**src/rtl/rplp_pkg.sv**
```systemverilog
// ----------------------------------------------------------------------------
// rplp_pkg - shared types and constants for the prefixed literal parser
// Payload structs, radix/status/phase codes and the character decode.
// ----------------------------------------------------------------------------
package rplp_pkg;

    // ASCII codes used by the prefix and digit decode
    localparam logic [7:0] CH_ZERO    = 8'd48;
    localparam logic [7:0] CH_ONE     = 8'd49;
    localparam logic [7:0] CH_NINE    = 8'd57;
    localparam logic [7:0] CH_UC_A    = 8'd65;
    localparam logic [7:0] CH_UC_B    = 8'd66;
    localparam logic [7:0] CH_UC_F    = 8'd70;
    localparam logic [7:0] CH_UC_X    = 8'd88;
    localparam logic [7:0] CH_LC_A    = 8'd97;
    localparam logic [7:0] CH_LC_B    = 8'd98;
    localparam logic [7:0] CH_LC_F    = 8'd102;
    localparam logic [7:0] CH_LC_X    = 8'd120;
    localparam logic [7:0] UC_OFFSET  = 8'd55;
    localparam logic [7:0] LC_OFFSET  = 8'd87;

    localparam logic [7:0] MAX_VALUE_RESET = 8'd255;

    // digit value 0..15, NO_DIGIT for anything else
    localparam logic [4:0] NO_DIGIT = 5'd16;

    typedef enum logic [1:0] {
        RX_BIN = 2'd0,
        RX_OCT = 2'd1,
        RX_DEC = 2'd2,
        RX_HEX = 2'd3
    } radix_t;

    typedef enum logic [2:0] {
        ST_OK      = 3'd0,
        ST_BAD_BIN = 3'd1,
        ST_BAD_OCT = 3'd2,
        ST_BAD_DEC = 3'd3,
        ST_BAD_HEX = 3'd4,
        ST_FORMAT  = 3'd5,
        ST_RANGE   = 3'd6
    } status_t;

    typedef enum logic [1:0] {
        PH_FIRST  = 2'd0,
        PH_PREFIX = 2'd1,
        PH_DIGITS = 2'd2
    } phase_t;

    typedef struct packed {
        logic [7:0] char_in;
        logic       last;
    } in_item_t;

    typedef struct packed {
        logic [7:0] value;
        logic [1:0] radix_code;
        logic [2:0] status;
    } out_item_t;

    function automatic logic [4:0] digit_of(input logic [7:0] c);
        logic [7:0] d;
        d = 8'd0;
        if (c inside {[CH_ZERO:CH_NINE]})
            d = c - CH_ZERO;
        else if (c inside {[CH_UC_A:CH_UC_F]})
            d = c - UC_OFFSET;
        else if (c inside {[CH_LC_A:CH_LC_F]})
            d = c - LC_OFFSET;
        else
            d = {3'd0, NO_DIGIT};
        return d[4:0];
    endfunction

    function automatic logic [4:0] radix_base(input radix_t r);
        logic [4:0] b;
        case (r)
            RX_BIN:  b = 5'd2;
            RX_OCT:  b = 5'd8;
            RX_DEC:  b = 5'd10;
            RX_HEX:  b = 5'd16;
            default: b = 5'd16;
        endcase
        return b;
    endfunction

    function automatic status_t bad_digit_status(input radix_t r);
        status_t s;
        case (r)
            RX_BIN:  s = ST_BAD_BIN;
            RX_OCT:  s = ST_BAD_OCT;
            RX_DEC:  s = ST_BAD_DEC;
            RX_HEX:  s = ST_BAD_HEX;
            default: s = ST_BAD_HEX;
        endcase
        return s;
    endfunction

endpackage

```
**src/rtl/radix_prefixed_literal_parser.sv**
```systemverilog
// ----------------------------------------------------------------------------
// radix_prefixed_literal_parser - C-style prefixed integer literal parser
// Takes one character per request, answers once per token with value,
// radix and status.
// ----------------------------------------------------------------------------
// One character is taken per clock cycle unless the input is stalled. The
// token state (phase, radix, accumulator, overflow and first fault) sits in
// registers; each accepted character goes through one shift-and-add step
// and a digit check in the same cycle, so a new character can follow every
// cycle. The character that carries last produces the result, which appears
// in the output register on the next cycle. The input is stalled only while
// that register holds a stalled result. The user must write max_value via
// cfg_we/cfg_data only while idle, which is not enforced; resets to 255.
module radix_prefixed_literal_parser #(
    parameter int VALUE_WIDTH = 8
) (
    input  logic                clk,
    input  logic                rst_n,
    input  logic                in_valid,
    output logic                in_stall,
    input  rplp_pkg::in_item_t  in_data,
    output logic                out_valid,
    input  logic                out_stall,
    output rplp_pkg::out_item_t out_data,
    input  logic                cfg_we,
    input  logic [7:0]          cfg_data
);
    import rplp_pkg::*;

    localparam int XW = VALUE_WIDTH + 5;   // room for acc*16 + 15

    // token state
    phase_t                   phase_reg,  phase_next;
    radix_t                   radix_reg,  radix_next;
    logic [VALUE_WIDTH-1:0]   acc_reg,    acc_next;
    logic                     ovf_reg,    ovf_next;
    status_t                  err_reg,    err_next;

    logic [7:0]               max_value_reg;

    // result register
    logic                     out_valid_reg;
    out_item_t                out_data_reg, out_data_next;

    logic                     accept;
    logic [7:0]               c;
    logic [4:0]               dig;
    logic                     do_take;
    radix_t                   take_radix;
    logic [XW-1:0]            acc_ext;
    logic [XW-1:0]            acc_mul;
    logic [XW-1:0]            acc_sum;

    assign in_stall  = out_valid_reg & out_stall;
    assign accept    = in_valid & ~in_stall;
    assign out_valid = out_valid_reg;
    assign out_data  = out_data_reg;

    assign c   = in_data.char_in;
    assign dig = digit_of(c);

    // a first character can only be taken as a decimal digit
    assign take_radix = (phase_reg == PH_FIRST) ? RX_DEC : radix_reg;

    // multiply-accumulate: binary, octal and hex are shifts, decimal is 8x + 2x
    assign acc_ext = XW'(acc_reg);
    always_comb
    begin
        case (take_radix)
            RX_BIN:  acc_mul = acc_ext << 1;
            RX_OCT:  acc_mul = acc_ext << 3;
            RX_DEC:  acc_mul = (acc_ext << 3) + (acc_ext << 1);
            RX_HEX:  acc_mul = acc_ext << 4;
            default: acc_mul = acc_ext << 4;
        endcase
    end
    assign acc_sum = acc_mul + XW'(dig);

    // next token state
    always_comb
    begin
        phase_next = phase_reg;
        radix_next = radix_reg;
        acc_next   = acc_reg;
        ovf_next   = ovf_reg;
        err_next   = err_reg;
        do_take    = 1'b0;

        case (phase_reg)
            PH_FIRST:
            begin
                phase_next = PH_DIGITS;
                if (c == CH_ZERO)
                begin
                    radix_next = RX_OCT;
                    phase_next = PH_PREFIX;
                end
                else if (c inside {[CH_ONE:CH_NINE]})
                begin
                    radix_next = RX_DEC;
                    do_take    = 1'b1;
                end
                else
                begin
                    // not a literal at all
                    radix_next = RX_BIN;
                    err_next   = ST_FORMAT;
                end
            end
            PH_PREFIX:
            begin
                phase_next = PH_DIGITS;
                if (c == CH_LC_B || c == CH_UC_B)
                    radix_next = RX_BIN;
                else if (c == CH_LC_X || c == CH_UC_X)
                    radix_next = RX_HEX;
                else
                    do_take = 1'b1;
            end
            default:
            begin
                // digits phase; the unused code behaves the same
                do_take = 1'b1;
            end
        endcase

        // first fault is sticky; a digit fault outranks overflow
        if (do_take && err_reg == ST_OK)
        begin
            if (dig >= radix_base(take_radix))
                err_next = bad_digit_status(take_radix);
            else if (!ovf_reg)
            begin
                if (|acc_sum[XW-1:VALUE_WIDTH])
                    ovf_next = 1'b1;
                else
                    acc_next = acc_sum[VALUE_WIDTH-1:0];
            end
        end
    end

    // result for a token ending on this character
    always_comb
    begin
        out_data_next.value      = 8'd0;
        out_data_next.radix_code = radix_next;
        out_data_next.status     = ST_OK;
        if (err_next != ST_OK)
            out_data_next.status = err_next;
        else if (ovf_next || acc_next > VALUE_WIDTH'(max_value_reg))
            out_data_next.status = ST_RANGE;
        else
            out_data_next.value = acc_next[7:0];
        if (err_next == ST_FORMAT)
            out_data_next.radix_code = RX_BIN;
    end

    always_ff @(posedge clk or negedge rst_n)
    begin
        if (!rst_n)
        begin
            phase_reg     <= PH_FIRST;
            radix_reg     <= RX_BIN;
            acc_reg       <= '0;
            ovf_reg       <= 1'b0;
            err_reg       <= ST_OK;
            max_value_reg <= MAX_VALUE_RESET;
            out_valid_reg <= 1'b0;
        end
        else
        begin
            if (cfg_we)
                max_value_reg <= cfg_data;

            if (accept && in_data.last)
            begin
                // token done: back to the reset state
                phase_reg <= PH_FIRST;
                radix_reg <= RX_BIN;
                acc_reg   <= '0;
                ovf_reg   <= 1'b0;
                err_reg   <= ST_OK;
            end
            else if (accept)
            begin
                phase_reg <= phase_next;
                radix_reg <= radix_next;
                acc_reg   <= acc_next;
                ovf_reg   <= ovf_next;
                err_reg   <= err_next;
            end

            if (accept && in_data.last)
                out_valid_reg <= 1'b1;
            else if (!out_stall)
                out_valid_reg <= 1'b0;
        end
    end

    always_ff @(posedge clk)
    begin
        if (accept && in_data.last)
            out_data_reg <= out_data_next;
    end

`ifndef SYNTHESIS
    a_stall_only_when_full: assert property (@(posedge clk) disable iff (!rst_n)
        in_stall |-> out_valid_reg)
        else $error("input stalled with an empty result register");

    a_last_gives_result: assert property (@(posedge clk) disable iff (!rst_n)
        (accept && in_data.last) |=> out_valid_reg)
        else $error("token end did not load a result");

    a_token_state_cleared: assert property (@(posedge clk) disable iff (!rst_n)
        (accept && in_data.last) |=>
            (phase_reg == PH_FIRST && err_reg == ST_OK && !ovf_reg && acc_reg == '0))
        else $error("token state not cleared after token end");

    a_fail_value_zero: assert property (@(posedge clk) disable iff (!rst_n)
        (out_valid_reg && out_data_reg.status != ST_OK) |-> out_data_reg.value == 8'd0)
        else $error("non-zero value on a failed token");

    a_format_radix: assert property (@(posedge clk) disable iff (!rst_n)
        (out_valid_reg && out_data_reg.status == ST_FORMAT)
            |-> out_data_reg.radix_code == RX_BIN)
        else $error("radix code not cleared on invalid format");
`endif

endmodule
```
**config.mk**
```make
export PLATFORM = sky130hd
export DESIGN_NAME = radix_prefixed_literal_parser
export DESIGN_NICKNAME = d
export VERILOG_FILES = /design/src/rtl/rplp_pkg.sv /design/src/rtl/radix_prefixed_literal_parser.sv
export SDC_FILE = /design/constraint.sdc
export NUM_CORES = 1
export LEC_CHECK = 0
export ABC_AREA = 1
export BUFFER_PORTS_ARGS = -buffer_cell sky130_fd_sc_hd__buf_2
export CORE_ASPECT_RATIO = 1.1
export CORE_MARGIN = 3
export CORE_UTILIZATION = 55
export CTS_CLUSTER_DIAMETER = 120
export DETAILED_ROUTE_END_ITERATION = 12
export GPL_TIMING_DRIVEN = 0
export PLACE_DENSITY = 0.74
export SLEW_MARGIN = 15
export SYNTH_ARGS = -nofsm -noshare
export SYNTH_HDL_FRONTEND = slang
export SYNTH_SLANG_ARGS = --single-unit
```
**constraint.sdc**
```tcl
create_clock -name clk -period 12.3 [get_ports clk]
set_input_delay 1.23 -clock clk [delete_from_list [all_inputs] [get_ports clk]]
set_output_delay 1.23 -clock clk [all_outputs]
set_load 0.02 [all_outputs]
```
==> summary.txt, run 1 <==
Outcome
  – Run status: finished clean

STA
  – Max transition margin: 49.0%
  – Final clock skew: 0.00406 ns
  – Setup tns final: 0 ns
  – Final setup margin: 6.79 ns
  – Highest clock rate: 182 MHz
  – Final setup viols: 0
  – Max Slew Vio Count: 0
  – Worst Tran Pin Value: 0.765 ns
  – Crit share post-route: 44.8%
  – Tmin final: 5.51 ns
  – RSZ-0062 raised after global routing: no
  – Fin. Hold Viols: 0

Synth
  – Yosys warns: 0
  – Cells taking the most area after synthesis: nand2_1, dfrtp_1, edfxtp_1
  – Post-Syn Nets: 512
  – Sequential fraction of the synthesis area: 31.4%
  – Number of synthesized flops with an enable pin: 13
  – Area share of the largest cell type after synthesis: 14.4%
  – Avg Cell Area, Syn: 7.15 um^2
  – Syn Std Cell Area: 3270 um^2
  – Number of synthesized register bits: 38
  – Fraction of registers with async set/reset: 65.8%
  – Top FF cell, synth: dfrtp_1
  – Cells after Synth: 457
  – Synth area leader: nand2_1
  – Distinct cells, synth: 40

Place
  – HPWL reported at the end of detailed placement: 5.54 mm
  – Placed Instances: 568
  – IO buf count: 36
  – Dpl ws: 6.51 ns
  – Final GP Congestion: 0.836

Clocking
  – Setup Fix Bufs, Post-CTS: 0
  – Worst-Skew Late Latency: 0.29 ns
  – Root Buffer: clkbuf_8
  – Total CTS buffers: 5
  – CTS max path bufs: 2
  – CTS tree: done
  – CTS resizes: 0
  – H-tree Lvls: 2
  – Reg clk slew, reported paths: 0.07 ns
  – CTS hold repair buffers: 0
  – Sink Count: 38

Critical path
  – CP required: 12.44 ns
  – Crit path kind: in2reg
  – Element type at the critical path start: input port
  – CP most frequent cell: nand2_1
  – R2R Setup Slk: 7.11 ns
  – Worst EP arrival: 5.64 ns
  – CP max-delay cell: fa_1
  – Crit. End Element: flip-flop
  – Max Fanout on Critical Path: 9
  – Reg2Reg Depth: 28
  – Max incr delay on CP: 0.41 ns

Power
  – Peak supply drop: 0.0793 mV
  – Pwr Total: 323 uW
  – Leak: 0.00195 uW
  – PD cells: 89.2 nW/um^2

Floorplanning
  – Placement Rows: 28
  – Chip Width: 79.5 um
  – Die Area: 6900 um^2
  – Initial Util: 58.6%
  – IO Pins: 37
  – Die height: 86.8 um
  – Core area: 5570 um^2

Routing
  – Initial drt markers: 160
  – DRT Pass-1 Iters: 4
  – Wire per inst: 12.0 um
  – Total wire length: 6.93 mm
  – Via/cell ratio: 5.16
  – Antenna Nets Post-Route: 0
  – DRC errors left: 0
  – Via count: 2973

GRT
  – Initial antenna violation count: 0
  – Total congestion overflow: 0
  – Vias in the first global route: 2846
  – Global-route wire length before repair: 12.2 mm
  – Total Routing Usage GR: 21.8%
  – Pin count of the biggest net entering global routing: 26

Layout
  – Synthesis-to-finish area growth: 10.9%
  – Share of cells above drive strength 1: 17.8%
  – Final #Nets: 555
  – Final Util: 65.0%
  – Fin cells: 576
  – Fillcell total: 507
  – Ant diodes: 0
  – Max reg flops: 13

Min path
  – Hold Path Stages: 2
  – Hold WC Path Type: reg2reg

Job
  – Max Cap Violations: 0
## cells in the mapped netlist (3+ instances only)
| library cell | instances |
|---|---|
| nand2_1 | 125 |
| inv_1 | 81 |
| nand3_1 | 39 |
| nor2_1 | 36 |
| ha_1 | 31 |
| a21oi_1 | 19 |
| dfrtp_1 | 17 |
| o21ai_0 | 16 |
| nand2_2 | 14 |
| edfxtp_1 | 13 |
| dfstp_2 | 8 |
| nor2_2 | 7 |
| nand4_1 | 5 |
| inv_2 | 4 |
| clkbuf_1 | 3 |
| o21a_1 | 3 |
| o22ai_1 | 3 |
| xnor2_1 | 3 |
## report_power, final
part	total [uW]	internal (uW)	switching, uW
Sequential	145	141	4.18
Combinational	95.1	32.9	62.2
Clock	82.8	40.3	42.5
Total	323	214	109
## metal layers
layer / part of all wire (%) / up-vias / track usage [%]
met1: 44 / 1358 / 27.2
met4: 1.1 / 0 / 5.16
met2: 51 / 60 / 39.6
met5: 0 / - / 0
li1: - / 1546 / -
met3: 3.9 / 9 / 3.12
## cell type report
cell class	instances	area [um^2]	share of cell area (%)
Clock buffer	8	80.1	2.21
Inverter	86	328	9.05
Multi-Input combinational cell	329	1900	52.5
Sequential cell	38	1030	28.3
Timing Repair Buffer	36	180	4.97
Buffer	4	15.0	0.414
Tap cell	75	93.8	2.59
## critical path, delay by kind of cell
kind,cells,cell delay (ns)
and+or+nand+nor,18,2.02
adders and majority gates,4,1.21
AOI/OAI and AO/OA,3,0.75
buffers and inverters,5,0.41
## layout by cell type, fill, tap and decap left out, types with 13 or more instances in the layout
cell type  netlist  final
inv_1           81     81
nand2_1        125    125
ha_1            31     31
nor2_1          36     35
dfrtp_1         17     17
nand2_2         14     14
a21oi_1         19     19
nand3_1         39     39
o21ai_0         16     16
buf_2            0     36
edfxtp_1        13     13
## per-stage QoR
stage                     hold slack (ns)  cell area, um^2
after global placement              0.489             3540
final                               0.498             3620
after floorplan                     0.465             3270
after detailed placement            0.486             3540
after global routing                0.523             3620
after CTS                           0.499             3620
## final timing paths
path | from | to
max | in_data[1] | out_data[7]$_SDFFCE_PP0P_
min | max_value_reg[7]$_DFFE_PN1P_ | max_value_reg[7]$_DFFE_PN1P_
max reg2reg | phase_reg[0]$_DFFE_PN0P_ | out_data[7]$_SDFFCE_PP0P_
min reg2reg | max_value_reg[7]$_DFFE_PN1P_ | max_value_reg[7]$_DFFE_PN1P_
max in group asynchronous | rst_n | max_value_reg[0]$_DFFE_PN1P_
min in group asynchronous | rst_n | acc_reg[6]$_DFFE_PN0P_
## cell families (layout without fill, tap and decap cells)
logic type / after synthesis / count (layout) / share of synthesized area [%]
compound gates: 54 / 54 / 10.3
xor+xnor: 4 / 4 / 1.07
fa+ha+maj: 33 / 33 / 13.1
buf+inv: 90 / 134 / 10.5
flops: 38 / 38 / 31.4
mux: 1 / 1 / 0.345
simple gates: 237 / 237 / 33.3
(Power assumes the default switching activity.)
==> inputs of run 2 (changes only) <==
--- a/config.mk
+++ b/config.mk
@@ -5,7 +5,7 @@
 export SDC_FILE = /design/constraint.sdc
 export NUM_CORES = 1
 export LEC_CHECK = 0
-export ABC_AREA = 1
+export ABC_AREA = 0
 export BUFFER_PORTS_ARGS = -buffer_cell sky130_fd_sc_hd__buf_2
 export CORE_ASPECT_RATIO = 1.1
 export CORE_MARGIN = 3
==> constraint.sdc (replaced) <==
create_clock -name clk -period 5.25 [get_ports clk]
set_input_delay 0.525 -clock clk [delete_from_list [all_inputs] [get_ports clk]]
set_output_delay 0.525 -clock clk [all_outputs]
set_load 0.02 [all_outputs]
==> run 2 against run 1 <==
Effect of this change: the flow now finishes with violations (setup timing); non-clock buffer count rose by 30; critical path depth fell by 3; register-to-register slack got worse by 7.2 ns; first-iteration DRC count rose by 1.9%; combinational power rose by 130%; sequential share of layout area fell by 1.7 points; hold slack got worse by 0.27 ns; clock skew rose by 0.0024 ns; utilization rose by 5.9 points; clock power rose by 130%; worst setup slack got worse by 6.9 ns; area after synthesis fell by 4.3%; largest power group unchanged.
==> summary.txt, run 2 <==
Layout
  – Share of cells above drive strength 1: 31.0% (+13 points)
  – Final #Nets: 461 (-17%)
  – Synthesis-to-finish area growth: 23.2%
  – Max reg flops: 13 (unchanged)
  – Commonest non-fill, non-tap cells in the layout: buf_2, inv_1, o21ai_0, nand2_1, ha_1
  – Fillcell total: 403 (-21%)
  – Final Util: 71.0% (+5.9 points)
  – Ant diodes: 0 (unchanged)
  – Commonest non-fill, non-tap cell in the layout: buf_2

Routing
  – Via count: 2873 (-3.4%)
  – Initial drt markers: 163 (+1.9%)
  – Via/cell ratio: 5.97 (+16%)
  – DRC errors left: 0 (unchanged)
  – DRT Pass-1 Iters: 5 (+1)
  – Total wire length: 7.72 mm (+11%)
  – Antenna Nets Post-Route: 0 (unchanged)
  – Wire per inst: 16.0 um (+33%)

STA
  – Fin. Hold Viols: 0 (unchanged)
  – Tmin final: 5.39 ns
  – Highest clock rate: 186 MHz
  – Crit share post-route: 103%
  – RSZ-0062 raised after global routing: yes
  – Worst Tran Pin Value: 0.688 ns (-0.0770 ns)
  – Final clock skew: 0.00641 ns (+0.00235 ns)
  – Max Slew Vio Count: 0 (unchanged)
  – Max transition margin: 53.5% (+4.6 points)
  – Final setup viols: 7 (+7)
  – Final setup margin: -0.135 ns (-6.93 ns)
  – Setup tns final: -0.643 ns (-0.643 ns)

Synth
  – Post-Syn Nets: 394 (-23%)
  – Synth Area in Compound Gates: 25.7% (+15 points)
  – Sequential fraction of the synthesis area: 32.8% (+1.4 points)
  – Yosys warns: 0 (unchanged)
  – Adder-Cell Fraction of Synth Area: 13.7% (+0.58 points)
  – Xor/xnor cell area share of the yosys netlist: 1.68% (+0.61 points)
  – Fraction of registers with async set/reset: 65.8% (unchanged)
  – Top FF cell, synth: dfrtp_1
  – Largest family of logic cells by synthesized area: compound AO/OA/AOI/OAI gates
  – Post-synth top cells: inv_1, ha_1, o21ai_0, nand2_1
  – Post-Synth Simple-Gate Area: 17.0% (-16 points)
  – Area share of the largest cell type after synthesis: 13.6% (-0.76 points)
  – Distinct cells, synth: 67 (+68%)
  – Number of synthesized flops with an enable pin: 13 (unchanged)
  – Avg Cell Area, Syn: 9.23 um^2 (+29%)
  – Most common cell in the netlist: inv_1
  – Mux contribution to synthesized area: 3.60% (+3.3 points)
  – Cells after Synth: 339 (-26%)
  – Number of synthesized register bits: 38 (unchanged)
  – Synth area leader: dfrtp_1
  – Syn Std Cell Area: 3130 um^2 (-4.3%)
  – Cells taking the most area after synthesis: dfrtp_1, edfxtp_1, ha_1

Outcome
  – Violated checks: setup timing
  – Run status: finished with violations

Clocking
  – Root Buffer: clkbuf_8
  – Reg clk slew, reported paths: 0.07 ns (about the same)
  – Worst-Skew Late Latency: 0.29 ns (about the same)
  – CTS max path bufs: 2 (unchanged)
  – CTS tree: done
  – H-tree Lvls: 2 (unchanged)
  – Sink Count: 38 (unchanged)
  – Total CTS buffers: 5 (unchanged)
  – CTS hold repair buffers: 0 (unchanged)

Critical path
  – Crit. End Element: flip-flop
  – Worst EP arrival: 5.53 ns (-0.11 ns)
  – CP required: 5.40 ns (-7.04 ns)
  – Reg2Reg Depth: 25 (-11%)
  – CP max-delay cell: or4b_4
  – Terminus of the critical flop-to-flop path: out_data[6]$_SDFFCE_PP0P_
  – Crit path kind: in2reg
  – CP most frequent cell: nor2b_1
  – Reg-to-Reg Start: phase_reg[1]$_DFFE_PN0P_
  – Max incr delay on CP: 0.51 ns (+0.10 ns)
  – Max Fanout on Critical Path: 7 (-2)
  – R2R Setup Slk: -0.05 ns (-7.16 ns)
  – Element type at the critical path start: input port
  – CP Launch Point: in_data[2]

GRT
  – Global-route wire length before repair: 12.8 mm (+4.8%)
  – Initial antenna violation count: 0 (unchanged)
  – Vias in the first global route: 2822 (-0.84%)
  – Total congestion overflow: 0 (unchanged)
  – Pin count of the biggest net entering global routing: 26 (unchanged)
  – Total Routing Usage GR: 23.6% (+1.8 points)

Place
  – Dpl ws: -0.771 ns (-7.28 ns)
  – IO buf count: 36 (unchanged)
  – Final GP Congestion: 0.860 (+2.9%)
  – HPWL reported at the end of detailed placement: 5.51 mm (-0.61%)

Power
  – Leak: 0.00165 uW (-15%)
  – Peak supply drop: 0.201 mV (+150%)
  – PD cells: 193 nW/um^2 (+120%)

Floorplanning
  – Die height: 85.1 um (-2.0%)
  – Chip Width: 77.9 um (-2.0%)
  – Placement Rows: 28 (unchanged)
  – Initial Util: 57.6% (-1.0 points)
  – IO Pins: 37 (unchanged)
  – Core area: 5430 um^2 (-2.5%)
  – Die Area: 6630 um^2 (-3.9%)

Min path
  – Hold WC Path Type: in2async

Job
  – Max Cap Violations: 0 (unchanged)
==> run 2: cell count changes after synthesis, sizes merged, moves of 12 or more <==
| cell | previous run | this run |
|---|---|---|
| inv | 86 | 33 |
| nand3 | 43 | 7 |
| nor2b | 0 | 16 |
| nand2 | 140 | 25 |
| o21ai | 19 | 31 |
| nor2 | 46 | 17 |
==> run 2: cell families (layout without fill, tap and decap cells) <==
group	Yosys count	in the layout
and+or+nand+nor	98	98
DFF	38	38
muxes	10	10
xor gates and xnor gates	6	6
adders and majority gates	33	33
buffers and inverters	43	110
AOI/OAI and AO/OA	111	111
==> run 2: repair_timing <==
item	CTS	global route
pin swaps	8	2
resized for setup	18	11
buffers inserted	22	3
setup endpoints to repair	10	10
==> run 2: worst max path at each step <==
stage	endpoint	slack, ns	depth (start not counted)
5_1_grt	out_data[6]$_SDFFCE_PP0P_	-0.35	23
4_1_cts	out_data[1]$_DFFE_PP_	-0.008	25
3_3_place_gp	out_data[1]$_DFFE_PP_	-0.75	25
2_1_floorplan	out_data[1]$_DFFE_PP_	-0.13	24
3_5_place_dp	out_data[1]$_DFFE_PP_	-0.77	25
6_report	out_data[6]$_SDFFCE_PP0P_	-0.14	27
==> run 2: worst max-delay path, delay by kind of cell <==
kind | cells | cell delay (ns)
AOI/OAI and AO/OA | 11 | 1.79
and+or+nand+nor | 6 | 1.35
adders and majority gates | 4 | 0.95
buffers and inverters | 5 | 0.65
muxes | 1 | 0.24
==> run 2: area by class of cell <==
| cell class | instances | area [um^2] | share of cell area [%] |
|---|---|---|---|
| repair buffers | 61 | 398 | 10.3 |
| clock buffers | 6 | 72.6 | 1.88 |
| inverters | 33 | 131 | 3.41 |
| well taps | 75 | 93.8 | 2.44 |
| clock inverters | 1 | 3.75 | 0.0974 |
| plain buffers | 9 | 45.0 | 1.17 |
| multi-input cells | 258 | 2080 | 54.0 |
| flip-flops and latches | 38 | 1030 | 26.7 |
==> run 2: where the power goes <==
part | internal, uW | total, uW | switching (uW)
Clock | 89.5 | 187 | 97.7
Combinational | 91.8 | 218 | 126
Sequential | 329 | 340 | 11.2
Total | 510 | 745 | 235
==> run 2: per-layer routing <==
layer | share of wire (%) | up-vias | global-route usage [%]
met5 | 0 | - | 0
met1 | 42 | 1365 | 29.4
met2 | 51 | 99 | 41.6
met4 | 2.1 | 0 | 8.59
met3 | 4.3 | 20 | 3.50
li1 | - | 1389 | -
==> run 2: metrics by stage <==
| stage | std cells | cell area (um^2) | power (uW) | hold WS, ns |
|---|---|---|---|---|
| 2_1_floorplan | 339 | 3170 | 472 | 0.229 |
| 3_5_place_dp | 450 | 3440 | 525 | 0.504 |
| 3_3_place_gp | 450 | 3440 | 519 | 0.506 |
| 4_1_cts | 478 | 3790 | 738 | 0.243 |
| 6_report | 481 | 3850 | 745 | 0.228 |
| 5_1_grt | 481 | 3850 | 785 | 0.266 |
==> inputs of run 3 (changes only) <==
--- a/config.mk
+++ b/config.mk
@@ -5,7 +5,7 @@
 export SDC_FILE = /design/constraint.sdc
 export NUM_CORES = 1
 export LEC_CHECK = 0
-export ABC_AREA = 0
+export ABC_AREA = 1
 export BUFFER_PORTS_ARGS = -buffer_cell sky130_fd_sc_hd__buf_2
 export CORE_ASPECT_RATIO = 1.1
 export CORE_MARGIN = 3
==> run 3 against run 2 <==
Effect of this change: the flow now finishes without violations; hold slack worse by 0.0032 ns; worst setup slack gained 0.64 ns; sequential power barely moved; via count rose by 2.7%; sequential share of layout area increased by 1.5 points; global-route usage down 1.8 points; combinational power is 4% higher; total power increased by 2.0%; count of clock-buffer cells in the layout is 2 higher; utilization down 5.6 points; clock skew shrank 0.0031 ns; critical path type unchanged; largest cell class unchanged; largest power group unchanged.
==> summary.txt, run 3 (synthesized netlist as in run 1, its figures left out) <==
Power
  – Peak supply drop: 0.186 mV (-7.5%)
  – Leak: 0.00194 uW (+18%)
  – PD cells: 209 nW/um^2 (+7.9%)

Critical path
  – Worst EP arrival: 4.88 ns (-0.65 ns)
  – CP max-delay cell: fa_1
  – Element type at the critical path start: input port
  – CP most frequent cell: nand2_1
  – Crit path buffers/inverters: 6 (+1)
  – CP required: 5.38 ns (-0.02 ns)
  – Max incr delay on CP: 0.41 ns (-0.10 ns)
  – Crit. End Element: flip-flop
  – Max Fanout on Critical Path: 9 (+2)
  – Crit path kind: in2reg
  – Top delay family on crit path: simple AND/OR/NAND/NOR gates

Layout
  – Share of cells above drive strength 1: 19.0% (-12 points)
  – Fillcell total: 504 (+25%)
  – Fin cells: 575 (+20%)
  – Max reg flops: 13 (unchanged)
  – Sequential standard cell area: 1030 um^2 (-0.12%)
  – Commonest non-fill, non-tap cell in the layout: nand2_1
  – Ant diodes: 0 (unchanged)
  – Final #Nets: 554 (+20%)
  – Synthesis-to-finish area growth: 11.5%
  – Multi-input logic area: 1920 um^2 (-7.6%)
  – Final instance area: 3640 um^2 (-5.5%)
  – Commonest non-fill, non-tap cells in the layout: nand2_1, inv_1, nand3_1, buf_2, nor2_1

Routing
  – Antenna Nets Post-Route: 0 (unchanged)
  – Max Used Layer: met4
  – DRT Pass-1 Iters: 4 (-1)
  – Met2 wire len: 3.59 mm (-9.1%)
  – Initial drt markers: 160 (-1.8%)
  – WL met3: 205 um (-39%)
  – Via count: 2951 (+2.7%)
  – DRC errors left: 0 (unchanged)
  – DRT met1 WL: 3.08 mm (-6.0%)
  – Total wire length: 6.94 mm (-10%)
  – Wire per inst: 12.1 um (-25%)
  – Via/cell ratio: 5.13 (-14%)

STA
  – Fin. Hold Viols: 0 (unchanged)
  – Hold slack final: 0.225 ns (-0.00321 ns)
  – Crit share post-route: 90.3% (-12 points)
  – Final setup viols: 0 (-7)
  – Worst Tran Pin Value: 0.770 ns (+0.0828 ns)
  – Max Slew Vio Count: 0 (unchanged)
  – Tmin final: 4.74 ns (-0.642 ns)
  – Max transition margin: 48.6% (-5.0 points)
  – Final clock skew: 0.00328 ns (-0.00313 ns)
  – Highest clock rate: 211 MHz (+14%)

GRT
  – Total congestion overflow: 0 (unchanged)
  – Global-route wire length before repair: 12.2 mm (-4.6%)
  – Total Routing Usage GR: 21.8% (-1.8 points)
  – Vias in the first global route: 2846 (+0.85%)
  – Pin count of the biggest net entering global routing: 26 (unchanged)
  – Initial antenna violation count: 0 (unchanged)

Place
  – Final GP Congestion: 0.836 (-2.8%)
  – Placed Instances: 568 (+26%)
  – Post-DP Area: 3540 um^2 (+2.9%)
  – IO buf count: 36 (unchanged)
  – HPWL reported at the end of detailed placement: 5.54 mm (+0.61%)

Job
  – Max Cap Violations: 0 (unchanged)

Clocking
  – Sink Count: 38 (unchanged)
  – Worst-Skew Late Latency: 0.29 ns (about the same)
  – CTS max path bufs: 2 (unchanged)
  – Root Buffer: clkbuf_8
  – Reg clk slew, reported paths: 0.07 ns (about the same)
  – CTS tree: done
  – Total CTS buffers: 5 (unchanged)
  – H-tree Lvls: 2 (unchanged)

Floorplanning
  – Core area: 5570 um^2 (+2.6%)
  – Placement Rows: 28 (unchanged)
  – Die Area: 6900 um^2 (+4.1%)
  – Die height: 86.8 um (+2.0%)
  – IO Pins: 37 (unchanged)
  – Initial Util: 58.6% (+1.0 points)
  – Chip Width: 79.5 um (+2.0%)

Outcome
  – Run status: finished clean

Min path
  – Hold WC Path Type: in2async
run 3: cell count changes in the layout (fill, tap and decap cells not counted), moves of 14 or more:
cell,previous run,this run
inv_1,30,81
nor2b_1,15,0
buf_4,22,0
nand3_1,6,39
nand2_2,0,14
nor2_1,15,32
nand2_1,25,125
run 3: metal layers:
| layer | GRT usage, % | vias up |
|---|---|---|
| met3 | 3.12 | 8 |
| met1 | 27.2 | 1350 |
| li1 | - | 1544 |
| met4 | 5.16 | 0 |
| met5 | 0 | - |
| met2 | 39.6 | 49 |
run 3: final cells by class:
class / count / share of cell area (%)
Multi-Input combinational cell: 329 / 52.8
Sequential cell: 38 / 28.2
Inverter: 86 / 9.00
Timing Repair Buffer: 36 / 4.95
Tap cell: 75 / 2.58
Clock buffer: 8 / 2.20
Buffer: 3 / 0.309
run 3: power breakdown:
part	switching [uW]	internal [uW]	total (uW)
sequential	10.0	331	341
combinational	147	78.5	226
clock	98.6	94.4	193
total	256	504	760
run 3: worst paths after layout:
path / start / to / slack, ns / cells after the start
hold / removal: rst_n / acc_reg[6]$_DFFE_PN0P_ / 0.22 / 1
max in group asynchronous: rst_n / max_value_reg[6]$_DFFE_PN1P_ / 4.64 / 1
setup / recovery: in_data[1] / out_data[7]$_SDFFCE_PP0P_ / 0.51 / 34
setup reg to reg: phase_reg[1]$_DFFE_PN0P_ / out_data[7]$_SDFFCE_PP0P_ / 0.53 / 30
hold reg to reg: max_value_reg[7]$_DFFE_PN1P_ / max_value_reg[7]$_DFFE_PN1P_ / 0.50 / 2
min in group clk: cfg_data[4] / max_value_reg[4]$_DFFE_PN1P_ / 0.45 / 3
run 3: through the flow:
stage          setup TNS (ns)  total power [uW]  utilization [%]  worst slack, ns
6_report                    0               760             65.4            0.507
5_1_grt               -0.0546               809             65.4          -0.0149
3_3_place_gp                0               562             63.6            0.140
4_1_cts                     0               761             65.0           0.0163
2_1_floorplan               0               510                -            0.851
3_5_place_dp                0               569             63.6           0.0613
run 3: repair_timing:
action	4_1_cts	5_1_grt
setup buffers	0	0
hold buffers	0	0
gates resized for setup	0	7
endpoints found under the setup margin	0	10
